## src/sv/csc_pkg.sv

```systemverilog
// Shared types, constants and fixed-point coefficients of the current sensor conditioner.
package csc_pkg;

	// Block configuration (fixed by the sensor board)
	localparam int NCH      = 4;
	localparam int CHANNELS = 4;
	localparam int SAMPLES  = 16;
	localparam int WARMUP   = 500;
	localparam int CALIB    = 20;

	// Field and state widths
	localparam int CH_W   = 2;
	localparam int SMP_W  = 12;
	localparam int SUM_W  = 20;
	localparam int CNT_W  = 9;
	localparam int FILT_W = 20;
	localparam int OFF_W  = 12;
	localparam int RDG_W  = 10;
	localparam int CSUM_W = 25;
	localparam int MA_W   = 16;
	localparam int Q_FRAC = 8;

	// Stream widths
	localparam int IN_DW      = 16;
	localparam int OUT_FLD_W  = CH_W + MA_W + FILT_W + OFF_W;
	localparam int OUT_DW     = ((OUT_FLD_W + 7) / 8) * 8;
	localparam int OUT_PAD    = OUT_DW - OUT_FLD_W;
	localparam int OUT_USER_W = 2;

	// Zero-current offset after reset: 2.53 V
	localparam logic [OFF_W-1:0] OFFSET_RESET = 12'd3140;
	localparam longint OFF_MAX = (64'd1 << OFF_W) - 1;

	// Exponential filter: (19 * f + mean + 10) / 20, division by reciprocal
	localparam int FILT_DIV  = 20;
	localparam int FILT_KEEP = FILT_DIV - 1;
	localparam int FILT_RND  = FILT_DIV / 2;
	localparam int ACC_W     = 25;
	localparam int FILT_K    = 30;
	localparam longint FILT_M = ((64'd1 << FILT_K) + FILT_DIV - 1) / FILT_DIV;
	localparam int FILT_M_W  = $clog2(FILT_M + 1);
	localparam int FPROD_W   = ACC_W + FILT_M_W;

	// Offset mean: round(sum / (256 * CALIB)), as floor(((sum + half) >> 8) / CALIB)
	localparam int CAL_RND   = (256 * CALIB) / 2;
	localparam int CALN_W    = CSUM_W + 1;
	localparam int CALY_W    = CALN_W - Q_FRAC;
	localparam int CAL_K     = 23;
	localparam longint CAL_M = ((64'd1 << CAL_K) + CALIB - 1) / CALIB;
	localparam int CAL_M_W   = $clog2(CAL_M + 1);
	localparam int CPRODC_W  = CALY_W + CAL_M_W;

	// Milliamps: |diff| * 3300000 / (256 * 4096 * 185) = |diff| * 20625 / (37 * 2^15)
	localparam int CUR_NUM   = 20625;
	localparam int CUR_NUM_W = $clog2(CUR_NUM + 1);
	localparam int CUR_SH    = 15;
	localparam int CUR_DIV   = 37;
	localparam int CUR_K     = 26;
	localparam longint CUR_M = ((64'd1 << CUR_K) + CUR_DIV - 1) / CUR_DIV;
	localparam int CUR_M_W   = $clog2(CUR_M + 1);
	localparam int CPROD_W   = FILT_W + CUR_NUM_W;
	localparam int CURY_W    = CPROD_W - CUR_SH;
	localparam int QPROD_W   = CURY_W + CUR_M_W;
	localparam int CUR_MAX   = 17838;

	// Input beat kind
	typedef enum logic {
		CMD_SAMPLE = 1'b0,
		CMD_CALIB  = 1'b1
	} cmd_t;

	// Completed reading handed from the front end to the scaling stages
	typedef struct packed {
		logic              valid;
		logic [CH_W-1:0]   ch;
		logic [FILT_W-1:0] filt;
		logic              active;
		logic              done;
		logic [CSUM_W-1:0] csum;
	} csc_rd_t;

endpackage

```

## src/sv/csc_front.sv

```systemverilog
// Input register, per-channel averaging, exponential filter and calibration bookkeeping.
module csc_front (
	input  logic                  clk,
	input  logic                  arst_n,
	input  logic                  en,
	input  logic                  take,
	input  csc_pkg::cmd_t         cmd,
	input  logic [csc_pkg::CH_W-1:0]  ch,
	input  logic [csc_pkg::SMP_W-1:0] smp,
	output csc_pkg::csc_rd_t      rd_s2
);
	import csc_pkg::*;

	logic              vld_s1;
	cmd_t              cmd_s1;
	logic [CH_W-1:0]   ch_s1;
	logic [SMP_W-1:0]  smp_s1;

	logic [SUM_W-1:0]  sum_q  [NCH];
	logic [CNT_W-1:0]  cnt_q  [NCH];
	logic [FILT_W-1:0] filt_q [NCH];
	logic              act_q  [NCH];
	logic [RDG_W-1:0]  rdg_q  [NCH];
	logic [CSUM_W-1:0] csum_q [NCH];

	logic              is_cal;
	logic              is_smp;
	logic [SUM_W-1:0]  sum_nx;
	logic [CNT_W-1:0]  cnt_nx;
	logic              full;
	logic [SUM_W+Q_FRAC-1:0] scaled;
	logic [FILT_W-1:0] mean;
	logic [ACC_W-1:0]  acc;
	logic [FPROD_W-1:0] fprod;
	logic [FILT_W-1:0] filt_nx;
	logic [CSUM_W-1:0] csum_add;
	logic [RDG_W-1:0]  rdg_nx;
	logic              fin;

	// Capture the accepted beat
	always_ff @(posedge clk or negedge arst_n) begin
		if (!arst_n) begin
			vld_s1 <= 1'b0;
		end else if (en) begin
			vld_s1 <= take;
		end
	end

	always_ff @(posedge clk) begin
		if (en && take) begin
			cmd_s1 <= cmd;
			ch_s1  <= ch;
			smp_s1 <= smp;
		end
	end

	// Accumulate, average and filter the selected channel
	always_comb begin
		is_cal = vld_s1 && (cmd_s1 == CMD_CALIB);
		is_smp = vld_s1 && (cmd_s1 == CMD_SAMPLE) &&
			({1'b0, ch_s1} < (CH_W+1)'(CHANNELS));
		sum_nx = sum_q[ch_s1] + SUM_W'(smp_s1);
		cnt_nx = cnt_q[ch_s1] + 1'b1;
		full   = cnt_nx >= CNT_W'(SAMPLES);
		scaled = {sum_nx, Q_FRAC'(0)};
		// power-of-two sample count: reduces to a shift
		mean   = FILT_W'(scaled / SAMPLES);
		acc    = ACC_W'(filt_q[ch_s1]) * ACC_W'(FILT_KEEP) + ACC_W'(mean) + ACC_W'(FILT_RND);
		fprod  = FPROD_W'(acc) * FPROD_W'(FILT_M);
		filt_nx = FILT_W'(fprod >> FILT_K);
		// calibration: skip warmup readings, then sum filtered codes
		csum_add = (rdg_q[ch_s1] >= RDG_W'(WARMUP)) ?
			csum_q[ch_s1] + CSUM_W'(filt_nx) : csum_q[ch_s1];
		rdg_nx = rdg_q[ch_s1] + 1'b1;
		fin    = act_q[ch_s1] && (rdg_nx >= RDG_W'(WARMUP + CALIB));
	end

	// Update channel state
	always_ff @(posedge clk or negedge arst_n) begin
		if (!arst_n) begin
			for (int c = 0; c < NCH; c++) begin
				sum_q[c]  <= '0;
				cnt_q[c]  <= '0;
				filt_q[c] <= '0;
				act_q[c]  <= 1'b0;
				rdg_q[c]  <= '0;
				csum_q[c] <= '0;
			end
		end else if (en) begin
			if (is_cal) begin
				for (int c = 0; c < NCH; c++) begin
					act_q[c]  <= 1'b1;
					rdg_q[c]  <= '0;
					csum_q[c] <= '0;
				end
			end else if (is_smp) begin
				if (full) begin
					sum_q[ch_s1]  <= '0;
					cnt_q[ch_s1]  <= '0;
					filt_q[ch_s1] <= filt_nx;
					if (act_q[ch_s1]) begin
						if (fin) begin
							act_q[ch_s1]  <= 1'b0;
							rdg_q[ch_s1]  <= '0;
							csum_q[ch_s1] <= '0;
						end else begin
							rdg_q[ch_s1]  <= rdg_nx;
							csum_q[ch_s1] <= csum_add;
						end
					end
				end else begin
					sum_q[ch_s1] <= sum_nx;
					cnt_q[ch_s1] <= cnt_nx;
				end
			end
		end
	end

	// Hand the completed reading on
	always_ff @(posedge clk or negedge arst_n) begin
		if (!arst_n) begin
			rd_s2 <= '0;
		end else if (en) begin
			rd_s2.valid  <= is_smp && full;
			rd_s2.ch     <= ch_s1;
			rd_s2.filt   <= filt_nx;
			rd_s2.active <= act_q[ch_s1] && !fin;
			rd_s2.done   <= fin;
			rd_s2.csum   <= csum_add;
		end
	end

endmodule

```

## src/sv/current_sensor_conditioner.sv

```systemverilog
// Top level: offset apply and update, milliamp scaling, and the output skid buffer.
// The sample beat that completes a reading passes stages 1 to 4 and the output register.
// Throughput: one input beat per cycle; the four-stage pipeline holds only while the skid stage
// is full, and the output register holds its beat while m_tready is low.
// A calibrate beat or a sample that does not complete a reading gives no result beat.
// Asynchronous active-low reset clears all channel state and loads offsets with code 3140.
module current_sensor_conditioner (
	input  logic                         clk,
	input  logic                         arst_n,
	input  logic                         s_tvalid,
	output logic                         s_tready,
	input  logic [csc_pkg::IN_DW-1:0]    s_tdata,  // channel[1:0], sample[13:2]
	input  logic                         s_tuser,  // command[0]
	output logic                         m_tvalid,
	input  logic                         m_tready,
	output logic [csc_pkg::OUT_DW-1:0]   m_tdata,  // channel_out[1:0], current_ma[17:2],
	                                               // filtered_code[37:18], offset_code[49:38]
	output logic [csc_pkg::OUT_USER_W-1:0] m_tuser // calibrating[0], calibration_done[1]
);
	import csc_pkg::*;

	typedef struct packed {
		logic              valid;
		logic [CH_W-1:0]   ch;
		logic [FILT_W-1:0] filt;
		logic [OFF_W-1:0]  off;
		logic              active;
		logic              done;
		logic              neg;
	} csc_res_t;

	logic               en;
	logic               take;
	csc_rd_t            rd_s2;

	logic [OFF_W-1:0]   off_q [NCH];
	logic [OFF_W-1:0]   off_sel;
	logic [FILT_W:0]    diff;
	logic [FILT_W:0]    ndiff;
	logic [FILT_W-1:0]  mag;
	logic [CALN_W-1:0]  cal_n;
	logic [CPRODC_W-1:0] cal_prod;
	logic [CPRODC_W-1:0] cal_q;
	logic [OFF_W-1:0]   new_off;

	csc_res_t           res_s3;
	logic [FILT_W-1:0]  mag_s3;
	csc_res_t           res_s4;
	logic [CPROD_W-1:0] prod_s4;

	logic [QPROD_W-1:0] qprod;
	logic [QPROD_W-1:0] q;
	logic [MA_W-1:0]    qs;
	logic [MA_W-1:0]    ma;
	logic [OUT_DW-1:0]  tdata_nx;
	logic [OUT_USER_W-1:0] tuser_nx;

	logic               m_vld_q;
	logic [OUT_DW-1:0]  m_tdata_q;
	logic [OUT_USER_W-1:0] m_tuser_q;
	logic               skid_vld_q;
	logic [OUT_DW-1:0]  skid_tdata_q;
	logic [OUT_USER_W-1:0] skid_tuser_q;

	// Advance the pipeline while the skid stage is free
	assign en       = !skid_vld_q;
	assign s_tready = en;
	assign take     = s_tvalid && s_tready;

	csc_front u_front (
		.clk    (clk),
		.arst_n (arst_n),
		.en     (en),
		.take   (take),
		.cmd    (cmd_t'(s_tuser)),
		.ch     (s_tdata[CH_W-1:0]),
		.smp    (s_tdata[CH_W+SMP_W-1:CH_W]),
		.rd_s2  (rd_s2)
	);

	// Offset difference and new offset from the calibration sum
	always_comb begin
		off_sel  = off_q[rd_s2.ch];
		diff     = {1'b0, rd_s2.filt} - {1'b0, off_sel, Q_FRAC'(0)};
		ndiff    = -diff;
		mag      = diff[FILT_W] ? ndiff[FILT_W-1:0] : diff[FILT_W-1:0];
		cal_n    = CALN_W'(rd_s2.csum) + CALN_W'(CAL_RND);
		cal_prod = CPRODC_W'(cal_n[CALN_W-1:Q_FRAC]) * CPRODC_W'(CAL_M);
		cal_q    = cal_prod >> CAL_K;
		new_off  = (cal_q > CPRODC_W'(OFF_MAX)) ? OFF_W'(OFF_MAX) : OFF_W'(cal_q);
	end

	// Hold offsets; load a new one when calibration finishes
	always_ff @(posedge clk or negedge arst_n) begin
		if (!arst_n) begin
			for (int c = 0; c < NCH; c++) begin
				off_q[c] <= OFFSET_RESET;
			end
		end else if (en && rd_s2.valid && rd_s2.done) begin
			off_q[rd_s2.ch] <= new_off;
		end
	end

	// Stage 3 and 4 registers
	always_ff @(posedge clk or negedge arst_n) begin
		if (!arst_n) begin
			res_s3 <= '0;
			res_s4 <= '0;
		end else if (en) begin
			res_s3.valid  <= rd_s2.valid;
			res_s3.ch     <= rd_s2.ch;
			res_s3.filt   <= rd_s2.filt;
			res_s3.off    <= rd_s2.done ? new_off : off_sel;
			res_s3.active <= rd_s2.active;
			res_s3.done   <= rd_s2.done;
			res_s3.neg    <= diff[FILT_W];
			res_s4        <= res_s3;
		end
	end

	always_ff @(posedge clk) begin
		if (en) begin
			mag_s3  <= mag;
			prod_s4 <= CPROD_W'(mag_s3) * CPROD_W'(CUR_NUM);
		end
	end

	// Finish the division, saturate and restore the sign
	always_comb begin
		qprod = QPROD_W'(prod_s4[CPROD_W-1:CUR_SH]) * QPROD_W'(CUR_M);
		q     = qprod >> CUR_K;
		qs    = (q > QPROD_W'(CUR_MAX)) ? MA_W'(CUR_MAX) : MA_W'(q);
		ma    = res_s4.neg ? (~qs + 1'b1) : qs;
		tdata_nx = {{OUT_PAD{1'b0}}, res_s4.off, res_s4.filt, ma, res_s4.ch};
		tuser_nx = {res_s4.done, res_s4.active};
	end

	// Output register with skid stage
	always_ff @(posedge clk or negedge arst_n) begin
		if (!arst_n) begin
			m_vld_q    <= 1'b0;
			skid_vld_q <= 1'b0;
		end else if (skid_vld_q) begin
			if (m_tready) begin
				skid_vld_q <= 1'b0;
			end
		end else if (res_s4.valid) begin
			if (m_vld_q && !m_tready) begin
				skid_vld_q <= 1'b1;
			end else begin
				m_vld_q <= 1'b1;
			end
		end else if (m_tready) begin
			m_vld_q <= 1'b0;
		end
	end

	always_ff @(posedge clk) begin
		if (skid_vld_q) begin
			if (m_tready) begin
				m_tdata_q <= skid_tdata_q;
				m_tuser_q <= skid_tuser_q;
			end
		end else if (res_s4.valid) begin
			if (m_vld_q && !m_tready) begin
				skid_tdata_q <= tdata_nx;
				skid_tuser_q <= tuser_nx;
			end else begin
				m_tdata_q <= tdata_nx;
				m_tuser_q <= tuser_nx;
			end
		end
	end

	assign m_tvalid = m_vld_q;
	assign m_tdata  = m_tdata_q;
	assign m_tuser  = m_tuser_q;

endmodule

```

## config.mk

```make
export PLATFORM = sky130hd
export DESIGN_NAME = current_sensor_conditioner
export DESIGN_NICKNAME = d
export VERILOG_FILES = /design/src/sv/csc_pkg.sv /design/src/sv/csc_front.sv /design/src/sv/current_sensor_conditioner.sv
export SDC_FILE = /design/constraint.sdc
export NUM_CORES = 2
export LEC_CHECK = 0
export ABC_AREA = 0
export BUFFER_PORTS_ARGS = -buffer_cell sky130_fd_sc_hd__buf_2
export CAP_MARGIN = 10
export CORE_AREA = 5 5 364 366
export DETAILED_ROUTE_END_ITERATION = 12
export DIE_AREA = 0 0 369 371
export HOLD_SLACK_MARGIN = 0.03
export SLEW_MARGIN = 20
export SYNTH_ARGS = -nofsm -noshare
export SYNTH_HDL_FRONTEND = slang
export SYNTH_SLANG_ARGS = --single-unit
```

## constraint.sdc

```tcl
create_clock -name clk -period 34.7 [get_ports clk]
set_input_delay 6.94 -clock clk [delete_from_list [all_inputs] [get_ports clk]]
set_output_delay 6.94 -clock clk [all_outputs]
set_load 0.005 [all_outputs]
```

==> load_flow_metrics.sql <==
INSERT INTO impl_metrics (metric_group, metric, value, unit) VALUES
('run_status', 'result_of_the_run', 'completed', ''),
('synthesis', 'synth.most_common_cell', 'inv_1', ''),
('worst_setup_path', 'critical_path.top_delay_family', 'compound AO/OA/AOI/OAI gates', ''),
('worst_setup_path', 'cp-end-kind', 'flop', ''),
('sta', 'worst_slew_margin_rel', '31.0', '%'),
('placed_design', 'hpwl', '101000', 'µm'),
('worst_setup_path', 'setup.reg_to_reg.worst_slack', '17510', 'ps'),
('die', 'die_area', '0.137', 'mm²'),
('die', 'initial_core_util', '44.7', '%'),
('worst_setup_path', 'critical_path.reg2reg.endpoint', 'u_front.csum_q[47]', ''),
('worst_setup_path', 'max_stage_delay', '710', 'ps'),
('worst_setup_path', 'cp_data_arrival_time', '17720', 'ps'),
('synthesis', 'synthesis.yosys.warnings', '0', ''),
('final_layout', 'finalNetCount', '6737', ''),
('die', 'coreArea', '0.129', 'mm²'),
('placed_design', 'port_buffers', '72', ''),
('synthesis', 'simple_gate_portion_of_the_synthesized_area', '6.90', '%'),
('sta', 'fin_tns_setup', '0', 'ps'),
('route', 'totalWireLength', '129000', 'µm'),
('route', 'number_of_violations_reported_at_the_end_of_detailed_routing_iteration_0', '1954', ''),
('cts', 'cts-htree-levels', '3', ''),
('final_layout', 'syn2layout_area_growth', '8.54', '%'),
('cts', 'clkSinkCount', '652', ''),
('worst_setup_path', 'critPathBufInv', '7', ''),
('synthesis', 'syn-instance-count', '5248', ''),
('sta', 'worst_slew_pin_slew', '1030', 'ps'),
('sta', 'timing.final.hold_violations', '0', ''),
('grt', 'globalRoute.totalOverflow', '0', ''),
('run', 'drv_cap', '0', ''),
('route', 'drt_pre_antenna_iters', '5', ''),
('worst_setup_path', 'worstPathRequired', '35220', 'ps'),
('synthesis', 'netlist.area_leader.share', '20.7', '%'),
('synthesis', 'main_combinational_cell_family_by_area_after_synthesis', 'adder cells', ''),
('cts', 'max-clock-path-buffers', '3', ''),
('worst_setup_path', 'highest_net_fanout_along_the_worst_path', '54', ''),
('cts', 'cts_tree', 'built', ''),
('synthesis', 'synth_sequential_area_ratio', '29.7', '%'),
('sta', 'period_needed', '17200', 'ps'),
('synthesis', 'ys_top_cells_by_area', 'dfrtp_1 21%, fa_1 20%, ha_1 18%', ''),
('cts', 'root_buffer', 'clkbuf_16', ''),
('worst_setup_path', 'criticalPathCategory', 'reg2reg', ''),
('route', 'drcViolationCount', '0', ''),
('worst_setup_path', 'critical-path-top-cell-by-count', 'fa_1', ''),
('placed_design', 'globalplace.congestion', '0.867', ''),
('synthesis', 'dominantRegCellSynth', 'dfrtp_1', ''),
('synthesis', 'post_synth_fa_ha_maj_area_fraction', '38.0', '%'),
('die', 'die_height', '371', 'µm'),
('min_path', 'min_path_type', 'reg2reg', ''),
('worst_setup_path', 'setup.worst_path.start_class', 'flop', ''),
('route', 'antenna_left', '0', ''),
('cts', 'number_of_buffers_added_by_the_clock_tree_synthesis_step', '74', ''),
('synthesis', 'synth_mux_area_share', '7.11', '%'),
('synthesis', 'synth-seq-cells', '652', ''),
('synthesis', 'avgSynthCellArea', '11.0', 'µm²'),
('synthesis', 'synth_largest_area_cell', 'dfrtp_1', ''),
('synthesis', 'ys_async_rst_share', '75.6', '%'),
('cts', 'number_of_instances_resized_during_post_cts_repair', '0', ''),
('grt', 'grt_use_total', '19.4', '%'),
('die', 'core.rowCount', '132', ''),
('synthesis', 'synth.lib_cells_used.distinct', '89', ''),
('grt', 'pin_count_of_the_biggest_net_entering_global_routing', '122', ''),
('synthesis', 'synth_area', '0.0576', 'mm²'),
('sta', 'final_max_slew_viol_count', '0', ''),
('sta', 'clock_skew', '30.0', 'ps'),
('worst_setup_path', 'r2r_start', 'u_front.ch_s1[1]', ''),
('sta', 'setup-violations-final', '0', ''),
('grt', 'antenna_found_initial', '4', ''),
('grt', 'grt_pass1_wl', '211000', 'µm'),
('route', 'post_drt_wl_per_cell', '18.3', 'µm'),
('cts', 'postCtsSetupRepairBufs', '0', ''),
('grt', 'grt_pass1_vias', '38600', '');
## registers in the layout, summed over array words and instances, names as in the netlist, 2 cells and up
name,count
res_s3,38
u_front.act_q,4
m_tuser,2
u_front.rdg_q,40
skid_tuser_q,2
res_s4,38
m_tdata,50
mag_s3,20
prod_s4,20
u_front.rd_s2,42
off_q,48
u_front.ch_s1,2
u_front.sum_q,64
u_front.cnt_q,36
u_front.smp_s1,12
skid_tdata_q,50
u_front.csum_q,100
u_front.filt_q,80
## how the worst max path moves through the flow
stage / startpoint / to / slack, ps / cells past startpoint
2_1_floorplan: u_front.ch_s1[0] / u_front.rd_s2[20] / 18220 / 64
3_3_place_gp: u_front.ch_s1[0] / u_front.rd_s2[24] / 17720 / 60
3_5_place_dp: u_front.ch_s1[0] / u_front.rd_s2[24] / 17620 / 60
4_1_cts: u_front.ch_s1[0] / u_front.rd_s2[24] / 17590 / 60
5_1_grt: u_front.ch_s1[0] / u_front.rd_s2[24] / 16470 / 60
6_report: u_front.ch_s1[1] / u_front.csum_q[47] / 17510 / 62
## through the flow
stage / worst slack, ps / utilization [%] / area, µm² / std cells / hold slack (ps)
finish: 17510 / 48.5 / 62500 / 7055 / 462
global route: 16470 / 48.5 / 62500 / 7054 / 480
CTS: 17590 / 48.5 / 62500 / 7054 / 469
detailed placement: 17620 / 46.6 / 60000 / 6917 / 456
global placement: 17720 / 46.6 / 60000 / 6917 / 450
floorplan: 18220 / - / 57600 / 5253 / 437
## worst register-to-register path: cells and delay by family, from the launching register on
kind            cells  cell delay (ps)
compound gates     27             6230
simple gates        8             1070
xor+xnor            4             2060
mux                 1              430
buf+inv             7             1090
flops               1              320
fa+ha+maj          15             5860
## cells in the final DEF, fill, tap and decap left out, types with 34 or more instances in the layout
cell and instances:
a21o_1 53, a21oi_1 170, and2_1 38, buf_2 71, buf_4 58, clkbuf_16 76, dfrtp_1 476, edfxtp_1 159
fa_1 585, ha_1 813, inv_1 903, mux2_2 158, mux4_2 92, nand2_1 422, nand3_1 34, nor2_1 182
nor3_1 40, o21ai_0 343, xnor2_1 100, xor2_1 72
## logic make-up (layout without fill, tap and decap cells)
kind of cell / after synthesis / after routing
adder cells (fa/ha/maj): 1398 / 1398
buffers and inverters: 1048 / 1174
AND/OR/NAND/NOR: 880 / 880
AO/OA/AOI/OAI: 824 / 824
flip-flops: 652 / 652
multiplexers: 272 / 272
XOR/XNOR: 173 / 173
other: 1 / 7
## per-layer routing
| layer | wire (µm) | GRT usage [%] | vias to the layer above | share of wire (%) |
|---|---|---|---|---|
| met2 | 60800 | 31.5 | 599 | 47 |
| met4 | 3090 | 5.10 | 2 | 2.4 |
| met5 | 20 | 0 | - | 0.015 |
| met1 | 59800 | 27.1 | 18500 | 46 |
| met3 | 5700 | 3.16 | 152 | 4.4 |
| li1 | - | - | 17700 | - |
## layout make-up
class | instances | area (µm²)
Antenna cell | 1 | 2.50
Clock buffer | 114 | 2190
Clock inverter | 23 | 260
Fill cell | 11700 | 66300
Inverter | 904 | 3400
Multi-Input combinational cell | 3553 | 36600
Sequential cell | 652 | 17100
Tap cell | 1675 | 2100
Timing Repair Buffer | 133 | 840
Power is left out: the tool's default activity adds up to more than one toggle a clock period on the data nets, which glitch-free logic cannot reach.
